File: src/rtl/msdg_pkg.sv
package msdg_pkg;

  // Command codes carried in the input tuser field.
  typedef enum logic [3:0] {
    KIND_TICK        = 4'd0,
    KIND_SET_TARGET  = 4'd1,
    KIND_ZERO        = 4'd2,
    KIND_STOP_AXIS   = 4'd3,
    KIND_STOP_ALL    = 4'd4,
    KIND_ENABLE_AXIS = 4'd5,
    KIND_DISABLE_AXIS = 4'd6,
    KIND_DISABLE_ALL = 4'd7,
    KIND_ENABLE_ALL  = 4'd8
  } kind_t;

  // Configuration register indexes.
  localparam logic [2:0] REG_PERIOD_X   = 3'd0;
  localparam logic [2:0] REG_DIR_MASK   = 3'd5;
  localparam int         NUM_PERIOD_REGS = 5;

  // Reset periods of the programmable axes; further axes run at PERIOD_FIXED.
  localparam int unsigned PERIOD_RESET [NUM_PERIOD_REGS] = '{10, 30, 50, 100, 100};
  localparam int unsigned PERIOD_FIXED   = 100;
  localparam int unsigned DIR_MASK_RESET = 29;

  // Field widths at the ports.
  localparam int MASK_W     = 5;
  localparam int POS_W      = 24;
  localparam int CFG_DATA_W = 16;

endpackage

File: src/rtl/multi_axis_step_dir_generator.sv
// Constant-speed step/direction generator for up to eight axes. Every input
// transfer (a tick or a command) produces exactly one result transfer that
// reports the step, direction and enable line levels, the moving mask and
// the position of the addressed axis in whole steps. One shared axis unit
// visits the axes one per clock, first to update them and then to gather the
// moving mask and position. s_axis_tready is low from the acceptance of an
// input transfer until its result is written to the output register, and that
// write waits while the previous result has not yet left on m_axis_tready.
// A finished result sits in the output register, so the next input transfer
// can be taken before the result is collected. Configuration writes are taken
// at any time but should only be issued while no item is in flight.
module multi_axis_step_dir_generator #(
  parameter int AXES          = 5,
  parameter int PERIOD_BITS   = 16,
  parameter int POSITION_BITS = 24
) (
  input  logic        clk,
  input  logic        rst,
  // Configuration write port.
  input  logic        cfg_wr_en,
  input  logic [2:0]  cfg_index,
  input  logic [15:0] cfg_data,
  // Input stream.
  input  logic        s_axis_tvalid,
  output logic        s_axis_tready,
  input  logic [31:0] s_axis_tdata,   // axis[2:0], target_steps[26:3], paused[27]
  input  logic [3:0]  s_axis_tuser,   // kind[3:0]
  // Result stream.
  output logic        m_axis_tvalid,
  input  logic        m_axis_tready,
  output logic [47:0] m_axis_tdata    // step_lines[4:0], dir_lines[9:5],
                                      // enable_lines[14:10], moving_mask[19:15],
                                      // position_steps[43:20]
);

  localparam int HB    = POSITION_BITS + 1;
  localparam int PB    = PERIOD_BITS;
  localparam int IDX_W = (AXES > 1) ? $clog2(AXES) : 1;
  localparam int OW    = (AXES > msdg_pkg::MASK_W) ? AXES : msdg_pkg::MASK_W;
  localparam int TW    = (POSITION_BITS > msdg_pkg::POS_W) ? POSITION_BITS : msdg_pkg::POS_W;
  localparam int CW    = (PB > msdg_pkg::CFG_DATA_W) ? PB : msdg_pkg::CFG_DATA_W;
  localparam logic [OW-1:0] DIR_RST_W = OW'(msdg_pkg::DIR_MASK_RESET);

  typedef enum logic [1:0] {S_IDLE, S_UPD, S_CHK, S_DONE} state_t;

  state_t state;

  // Item being worked on.
  logic [3:0]               kind_q;
  logic [2:0]               axis_q;
  logic [POSITION_BITS-1:0] target_q;
  logic                     paused_q;
  logic [IDX_W-1:0]         idx;

  // Axis state.
  logic signed [HB-1:0] cur [AXES];
  logic signed [HB-1:0] tgt [AXES];
  logic [PB-1:0]        cd  [AXES];
  logic [PB-1:0]        period [AXES];
  logic [AXES-1:0]      armed;
  logic [AXES-1:0]      step_levels;
  logic [AXES-1:0]      dir_levels;
  logic [AXES-1:0]      enabled;
  logic [AXES-1:0]      pos_dir_mask;
  logic [AXES-1:0]      moving_q;
  logic [POSITION_BITS-1:0] pos_q;

  // Configuration.
  logic [CW-1:0]  cfg_wide;
  logic [PB-1:0]  cfg_period;
  logic [OW-1:0]  cfg_mask_w;

  assign cfg_wide   = CW'(cfg_data);
  assign cfg_period = cfg_wide[PB-1:0];
  assign cfg_mask_w = OW'(cfg_data[msdg_pkg::MASK_W-1:0]);

  for (genvar a = 0; a < AXES; a++) begin : g_period
    if (a < msdg_pkg::NUM_PERIOD_REGS) begin : g_reg
      always_ff @(posedge clk) begin
        if (rst) begin
          period[a] <= PB'(msdg_pkg::PERIOD_RESET[a]);
        end else if (cfg_wr_en && cfg_index == 3'(msdg_pkg::REG_PERIOD_X + a)) begin
          period[a] <= cfg_period;
        end
      end
    end else begin : g_fixed
      assign period[a] = PB'(msdg_pkg::PERIOD_FIXED);
    end
  end

  always_ff @(posedge clk) begin
    if (rst) begin
      pos_dir_mask <= DIR_RST_W[AXES-1:0];
    end else if (cfg_wr_en && cfg_index == msdg_pkg::REG_DIR_MASK) begin
      pos_dir_mask <= cfg_mask_w[AXES-1:0];
    end
  end

  // Shared axis unit: works on the axis selected by idx.
  logic signed [HB-1:0] cur_a, tgt_a, tgt_in, tgt_dec, cur_n, tgt_n, half_sum;
  logic [PB-1:0]        cd_a, cd_n, per_a;
  logic                 arm_a, arm_n, stp_n, dir_n, en_n;
  logic                 hit, dec, gt, eq;

  assign cur_a   = cur[idx];
  assign tgt_a   = tgt[idx];
  assign cd_a    = cd[idx];
  assign per_a   = period[idx];
  assign arm_a   = armed[idx];
  assign hit     = ({1'b0, axis_q} < 4'(AXES)) && (axis_q == 3'(idx));
  assign tgt_in  = {target_q, 1'b0};
  assign tgt_dec = (kind_q == msdg_pkg::KIND_SET_TARGET) ? tgt_in : tgt_a;
  assign gt      = tgt_dec > cur_a;
  assign eq      = tgt_dec == cur_a;
  // Rounds toward zero: negative odd values are pulled up before the shift.
  assign half_sum = cur_a + HB'(cur_a[HB-1]);

  always_comb begin
    cur_n = cur_a;
    tgt_n = tgt_a;
    cd_n  = cd_a;
    arm_n = arm_a;
    stp_n = step_levels[idx];
    dir_n = dir_levels[idx];
    en_n  = enabled[idx];
    dec   = 1'b0;
    unique case (kind_q)
      msdg_pkg::KIND_TICK: begin
        if (arm_a) begin
          if (cd_a[PB-1:1] == '0) begin
            cd_n = '0;
            dec  = 1'b1;
          end else begin
            cd_n = cd_a - PB'(1);
          end
        end
      end
      msdg_pkg::KIND_SET_TARGET: begin
        if (hit) begin
          tgt_n = tgt_in;
          dec   = 1'b1;
        end
      end
      msdg_pkg::KIND_ZERO: begin
        if (hit) begin
          cur_n = '0;
          tgt_n = '0;
        end
      end
      msdg_pkg::KIND_STOP_AXIS: begin
        if (hit) tgt_n = cur_a;
      end
      msdg_pkg::KIND_STOP_ALL: begin
        tgt_n = cur_a;
      end
      msdg_pkg::KIND_ENABLE_AXIS: begin
        if (hit) en_n = 1'b1;
      end
      msdg_pkg::KIND_DISABLE_AXIS: begin
        if (hit) en_n = 1'b0;
      end
      msdg_pkg::KIND_DISABLE_ALL: begin
        tgt_n = cur_a;
        en_n  = 1'b0;
      end
      msdg_pkg::KIND_ENABLE_ALL: begin
        en_n = 1'b1;
      end
      default: ;
    endcase
    if (dec) begin
      if (!paused_q && eq) begin
        arm_n = 1'b0;
      end else begin
        if (!paused_q) begin
          dir_n = (gt == pos_dir_mask[idx]);
          stp_n = ~stp_n;
          cur_n = cur_a + {{(HB-1){~gt}}, 1'b1};
        end
        cd_n  = per_a;
        arm_n = 1'b1;
      end
    end
  end

  // Output field formatting.
  logic [OW-1:0] step_w, dir_w, en_w, mov_w;
  logic [TW-1:0] pos_w;

  assign step_w = OW'(step_levels);
  assign dir_w  = OW'(dir_levels);
  assign en_w   = OW'(enabled);
  assign mov_w  = OW'(moving_q);
  assign pos_w  = TW'(pos_q);

  assign s_axis_tready = (state == S_IDLE);

  logic [TW-1:0] tin_w;
  assign tin_w = TW'(s_axis_tdata[26:3]);

  always_ff @(posedge clk) begin
    if (rst) begin
      state         <= S_IDLE;
      idx           <= '0;
      m_axis_tvalid <= 1'b0;
      armed         <= '0;
      step_levels   <= '0;
      dir_levels    <= '0;
      enabled       <= '0;
      for (int i = 0; i < AXES; i++) begin
        cur[i] <= '0;
        tgt[i] <= '0;
        cd[i]  <= '0;
      end
    end else begin
      // In S_DONE the output register is refilled instead.
      if (m_axis_tvalid && m_axis_tready && state != S_DONE) begin
        m_axis_tvalid <= 1'b0;
      end
      unique case (state)
        S_IDLE: begin
          if (s_axis_tvalid) begin
            kind_q   <= s_axis_tuser;
            axis_q   <= s_axis_tdata[2:0];
            target_q <= tin_w[POSITION_BITS-1:0];
            paused_q <= s_axis_tdata[27];
            pos_q    <= '0;
            idx      <= '0;
            state    <= S_UPD;
          end
        end
        S_UPD: begin
          cur[idx]         <= cur_n;
          tgt[idx]         <= tgt_n;
          cd[idx]          <= cd_n;
          armed[idx]       <= arm_n;
          step_levels[idx] <= stp_n;
          dir_levels[idx]  <= dir_n;
          enabled[idx]     <= en_n;
          if (idx == IDX_W'(AXES - 1)) begin
            idx   <= '0;
            state <= S_CHK;
          end else begin
            idx <= idx + IDX_W'(1);
          end
        end
        S_CHK: begin
          moving_q[idx] <= (cur_a != tgt_a);
          if (hit) pos_q <= half_sum[HB-1:1];
          if (idx == IDX_W'(AXES - 1)) begin
            idx   <= '0;
            state <= S_DONE;
          end else begin
            idx <= idx + IDX_W'(1);
          end
        end
        S_DONE: begin
          if (!m_axis_tvalid || m_axis_tready) begin
            m_axis_tvalid <= 1'b1;
            m_axis_tdata  <= {4'b0, pos_w[msdg_pkg::POS_W-1:0],
                              mov_w[msdg_pkg::MASK_W-1:0], en_w[msdg_pkg::MASK_W-1:0],
                              dir_w[msdg_pkg::MASK_W-1:0], step_w[msdg_pkg::MASK_W-1:0]};
            state         <= S_IDLE;
          end
        end
        default: state <= S_IDLE;
      endcase
    end
  end

  // A new item is never taken in the cycle after one was accepted.
  a_busy_after_accept: assert property (@(posedge clk) disable iff (rst)
    s_axis_tvalid && s_axis_tready |=> !s_axis_tready)
    else $error("input accepted while an item is in flight");

  // Line levels only move while an item is being processed.
  a_lines_quiet: assert property (@(posedge clk) disable iff (rst)
    (state == S_IDLE) && !s_axis_tvalid |=> $stable(step_levels) && $stable(dir_levels))
    else $error("step or direction lines changed while idle");

  // The axis walk always starts from the first axis.
  a_idx_home: assert property (@(posedge clk) disable iff (rst)
    (state == S_IDLE || state == S_DONE) |-> idx == '0)
    else $error("axis index not at zero outside the walk");

endmodule
File: config.mk
export PLATFORM = sky130hd
export DESIGN_NAME = multi_axis_step_dir_generator
export DESIGN_NICKNAME = d
export VERILOG_FILES = /design/src/rtl/msdg_pkg.sv /design/src/rtl/multi_axis_step_dir_generator.sv
export SDC_FILE = /design/constraint.sdc
export NUM_CORES = 1
export LEC_CHECK = 0
export ABC_AREA = 1
export BUFFER_PORTS_ARGS = -buffer_cell sky130_fd_sc_hd__buf_2
export CORE_MARGIN = 3
export CORE_UTILIZATION = 45
export CTS_BUF_LIST = sky130_fd_sc_hd__clkbuf_4
export DETAILED_ROUTE_END_ITERATION = 10
export HOLD_SLACK_MARGIN = 0.15
export PLACE_DENSITY = 0.63
export REMOVE_ABC_BUFFERS = 1
export SYNTH_ARGS = -nofsm -noshare
export SYNTH_HDL_FRONTEND = slang
export SYNTH_SLANG_ARGS = --single-unit
export TNS_END_PERCENT = 5
File: constraint.sdc
create_clock -name clk -period 7.85 [get_ports clk]
set_clock_uncertainty 0.05 [all_clocks]
set_input_delay 0.3925 -clock clk [delete_from_list [all_inputs] [get_ports clk]]
set_output_delay 0.3925 -clock clk [all_outputs]
set_load 0.005 [all_outputs]
==> summary.md <==
| Metric | Value |
|---|---|
| Ports | `110` |
| Worst Path Max Fanout | `141` |
| Row count | `104` |
| Yosys warnings | `0` |
| Pre-CTS setup slack | `1.382 ns` |
| # H-tree levels | `4` |
| Final hold violations | `0` |
| GPL Wtd Cong | `0.9636` |
| Cts bufs inserted | `191` |
| Initial antenna violation count | `1` |
| Top_reg_cell synth | `edfxtp_1` |
| GRT overflow | `0` |
| Post-cts gate resize count | `0` |
| Slew @ Worst Pin | `1.234 ns` |
| Critical Path RT | `8.57 ns` |
| Flop pwr share | `0.320` |
| Pint | `0.008691 W` |
| Post-Syn Area | `37280 um^2` |
| Layout cell share with drive strength beyond 1 | `0.1310` |
| Crit. End Element | `flop` |
| Post-Synthesis Cells | `3957` |
| Worst skew pair latency | `1.09 ns` |
| Final wirelength | `112900 um` |
| Top cell type's share of synthesized area | `0.5744` |
| Most common cell after layout, fill and taps aside | `nand2_1` |
| Post-route DRC | `0` |
| Vias per inst | `5.546` |
| Clock Root Buffer | `clkbuf_4` |
| Maximum VDD drop | `0.0002319 V` |
| Longest Clk Path Bufs | `3` |
| Pwr/cell area | `368.7 nW/um^2` |
| Mapped Avg Cell Area | `9.421 um^2` |
| Max Cap Viol | `0` |
| DR vias | `30223` |
| Routed Antenna Nets | `0` |
| Relative max-transition margin | `0.1753` |
| Die area | `86330 um^2` |
| Post-DP HPWL | `67790 um` |
| Status | `complete, no violations` |
| Fraction of registers with async set/reset | `0` |
| Largest net degree at the start of global routing | `142` |
| Hold WC Path Type | `in -> reg` |
| Post-CTS Setup Inserts | `0` |
| Min Tclk post-route | `6.641 ns` |
| Sink Count | `747` |
| Distinct cells, synth | `58` |
| CTS tree | `done` |
| Largest stage delay on the critical path | `0.60 ns` |
| Synth area leaders | `edfxtp_1 57%, nand2_1 8.4%, nor2_1 6.7%` |
| Final Instance Count excl. Fillers | `5450` |
| Unrepaired setup endpoints after global routing | `no` |
| Synthesized flop and latch total | `747` |
| Commonest cells after routing, fill and taps aside | `830 x nand2_1, 713 x edfxtp_1, 658 x nor2_1` |
| Area Overhead vs Synth | `13.21%` |
| Yosys top cell by area | `edfxtp_1` |
| Combinational power share | `0.468` |
| NetSw | `0.006870 W` |
| Multi-input gate area in the final layout | `12810 um^2` |
| Setup TNS | `0 ns` |
| Core Area | `81330 um^2` |
| Initial core utilization | `0.4584` |
| Buffers on Ports | `101` |
| Reg clk slew, reported paths | `0.07 ns` |
| Register area | `22100 um^2` |
| Post-synth EDFFs | `713` |
| Final Setup Violations | `0` |
| Wire per inst | `20.71 um` |
| Clk pwr share | `0.212` |
| Crit path launch type | `flop` |
| Hold depth | `6` |
| PnR worst setup slack | `1.209 ns` |
| Worst path slowest cell | `inv_8` |
| Sequential area share after synthesis | `0.5926` |
| Vias in the first global route | `28924` |
| Die Ht | `293.8 um` |
| WS Path Type | `reg -> reg` |
| First drt pass iteration count | `5` |
| Placed cells | `4991` |
| CP Data Arrival Time | `7.36 ns` |
| Global-route wire length before repair | `170500 um` |
| Final period utilization | `0.8460` |
| Final-stage net count | `4358` |
| DR iter-0 viols | `3064` |
| Sw Share | `0.4415` |
| Worst r2r path cells | `26` |
| # fillers | `7368` |
| Die width | `293.8 um` |
| Fmax | `150.6 MHz` |
| GRT Util Overall | `0.2609` |
| Max Slew Vio Count | `0` |
| P_leak | `16.85 nW` |
| Most common cell on crit path | `nand3_1` |
metrics by stage:
| step | power [W] | util | hold WS, ns | cell area, um^2 |
|---|---|---|---|---|
| 2_1_floorplan | 0.009943 | - | 0.3503 | 36170 |
| 3_3_place_gp | 0.01209 | 0.4748 | 0.3523 | 38610 |
| 3_5_place_dp | 0.01211 | 0.4748 | 0.3545 | 38610 |
| 4_1_cts | 0.01546 | 0.5188 | 0.1882 | 42200 |
| 5_1_grt | 0.01667 | 0.5189 | 0.3387 | 42200 |
| 6_report | 0.01556 | 0.5189 | 0.3333 | 42200 |
cell usage after synthesis (33+ instances only):
cell type and instances:
nand2_1 833, buf_2 48, nand3_1 187, clkbuf_1 85, a21oi_1 264, ha_1 57, dfxtp_1 34, o22ai_1 60
inv_1 333, nand4_1 33, edfxtp_1 713, o21ai_0 298, nor2_1 663
worst max-delay path: cells and delay by family (launching register included):
family / cells / cell delay [ns]
flip-flops: 1 / 0.49
adder cells (fa/ha/maj): 2 / 0.68
AO/OA/AOI/OAI: 5 / 1.33
buffers and inverters: 7 / 1.65
AND/OR/NAND/NOR: 12 / 2.00
worst paths after layout:
check | start | endpoint | slack (ns)
max | flop | cur[6][24]$_DFFE_PP_ | 1.21
min | cfg_index[1] | period[1][2]$_SDFFCE_PN1P_ | 0.33
max reg2reg | flop | cur[6][24]$_DFFE_PP_ | 1.21
min reg2reg | pos_q[4]$_SDFFCE_PN0P_ | m_axis_tdata[24]$_DFFE_PP_ | 0.36
area by class of cell:
cell class,count,area share
Sequential cell,747,0.5237
Clock inverter,60,0.007442
Inverter,357,0.03214
Multi-Input combinational cell,2665,0.3036
Antenna cell,2,0.0001186
Tap cell,1060,0.03143
Clock buffer,281,0.04999
Timing Repair Buffer,278,0.05153
cells by family (layout without fill, tap and decap cells):
logic type,count (synthesis),in the layout,share of synthesized area
AO/OA/AOI/OAI,760,760,0.1149
XOR/XNOR,37,37,0.008694
adder cells (fa/ha/maj),58,58,0.01967
buffers and inverters,548,976,0.06585
flip-flops,747,747,0.5926
multiplexers,10,10,0.002786
other,1,6,0.0001006
AND/OR/NAND/NOR,1796,1796,0.1954
timing repair:
action                     in CTS  in global routing
setup endpoints to repair       0                  0
hold buffers                  116                  0
hold endpoints to repair      176                  0
power by group through the flow:
stage               Combinational, W  Sequential (W)  Clock, W
floorplan                    0.00482         0.00512         0
global placement             0.00703         0.00506         0
detailed placement           0.00705         0.00506         0
CTS                          0.00712         0.00498   0.00336
global route                 0.00809         0.00501   0.00358
finish                       0.00728         0.00498   0.00330
flip-flops by register name (all words and copies together) (netlist names), 24 cells and up, named ones only:
signal        count
cd              128
cur             200
m_axis_tdata     44
period           80
pos_q            24
target_q         24
tgt             200
layer usage:
| metal | wire, um | track usage |
|---|---|---|
| met3 | 10790 | 0.04702 |
| met5 | 0 | 0 |
| met2 | 51900 | 0.4153 |
| met1 | 47330 | 0.3612 |
| met4 | 2845 | 0.09080 |
(Power assumes the default switching activity.)
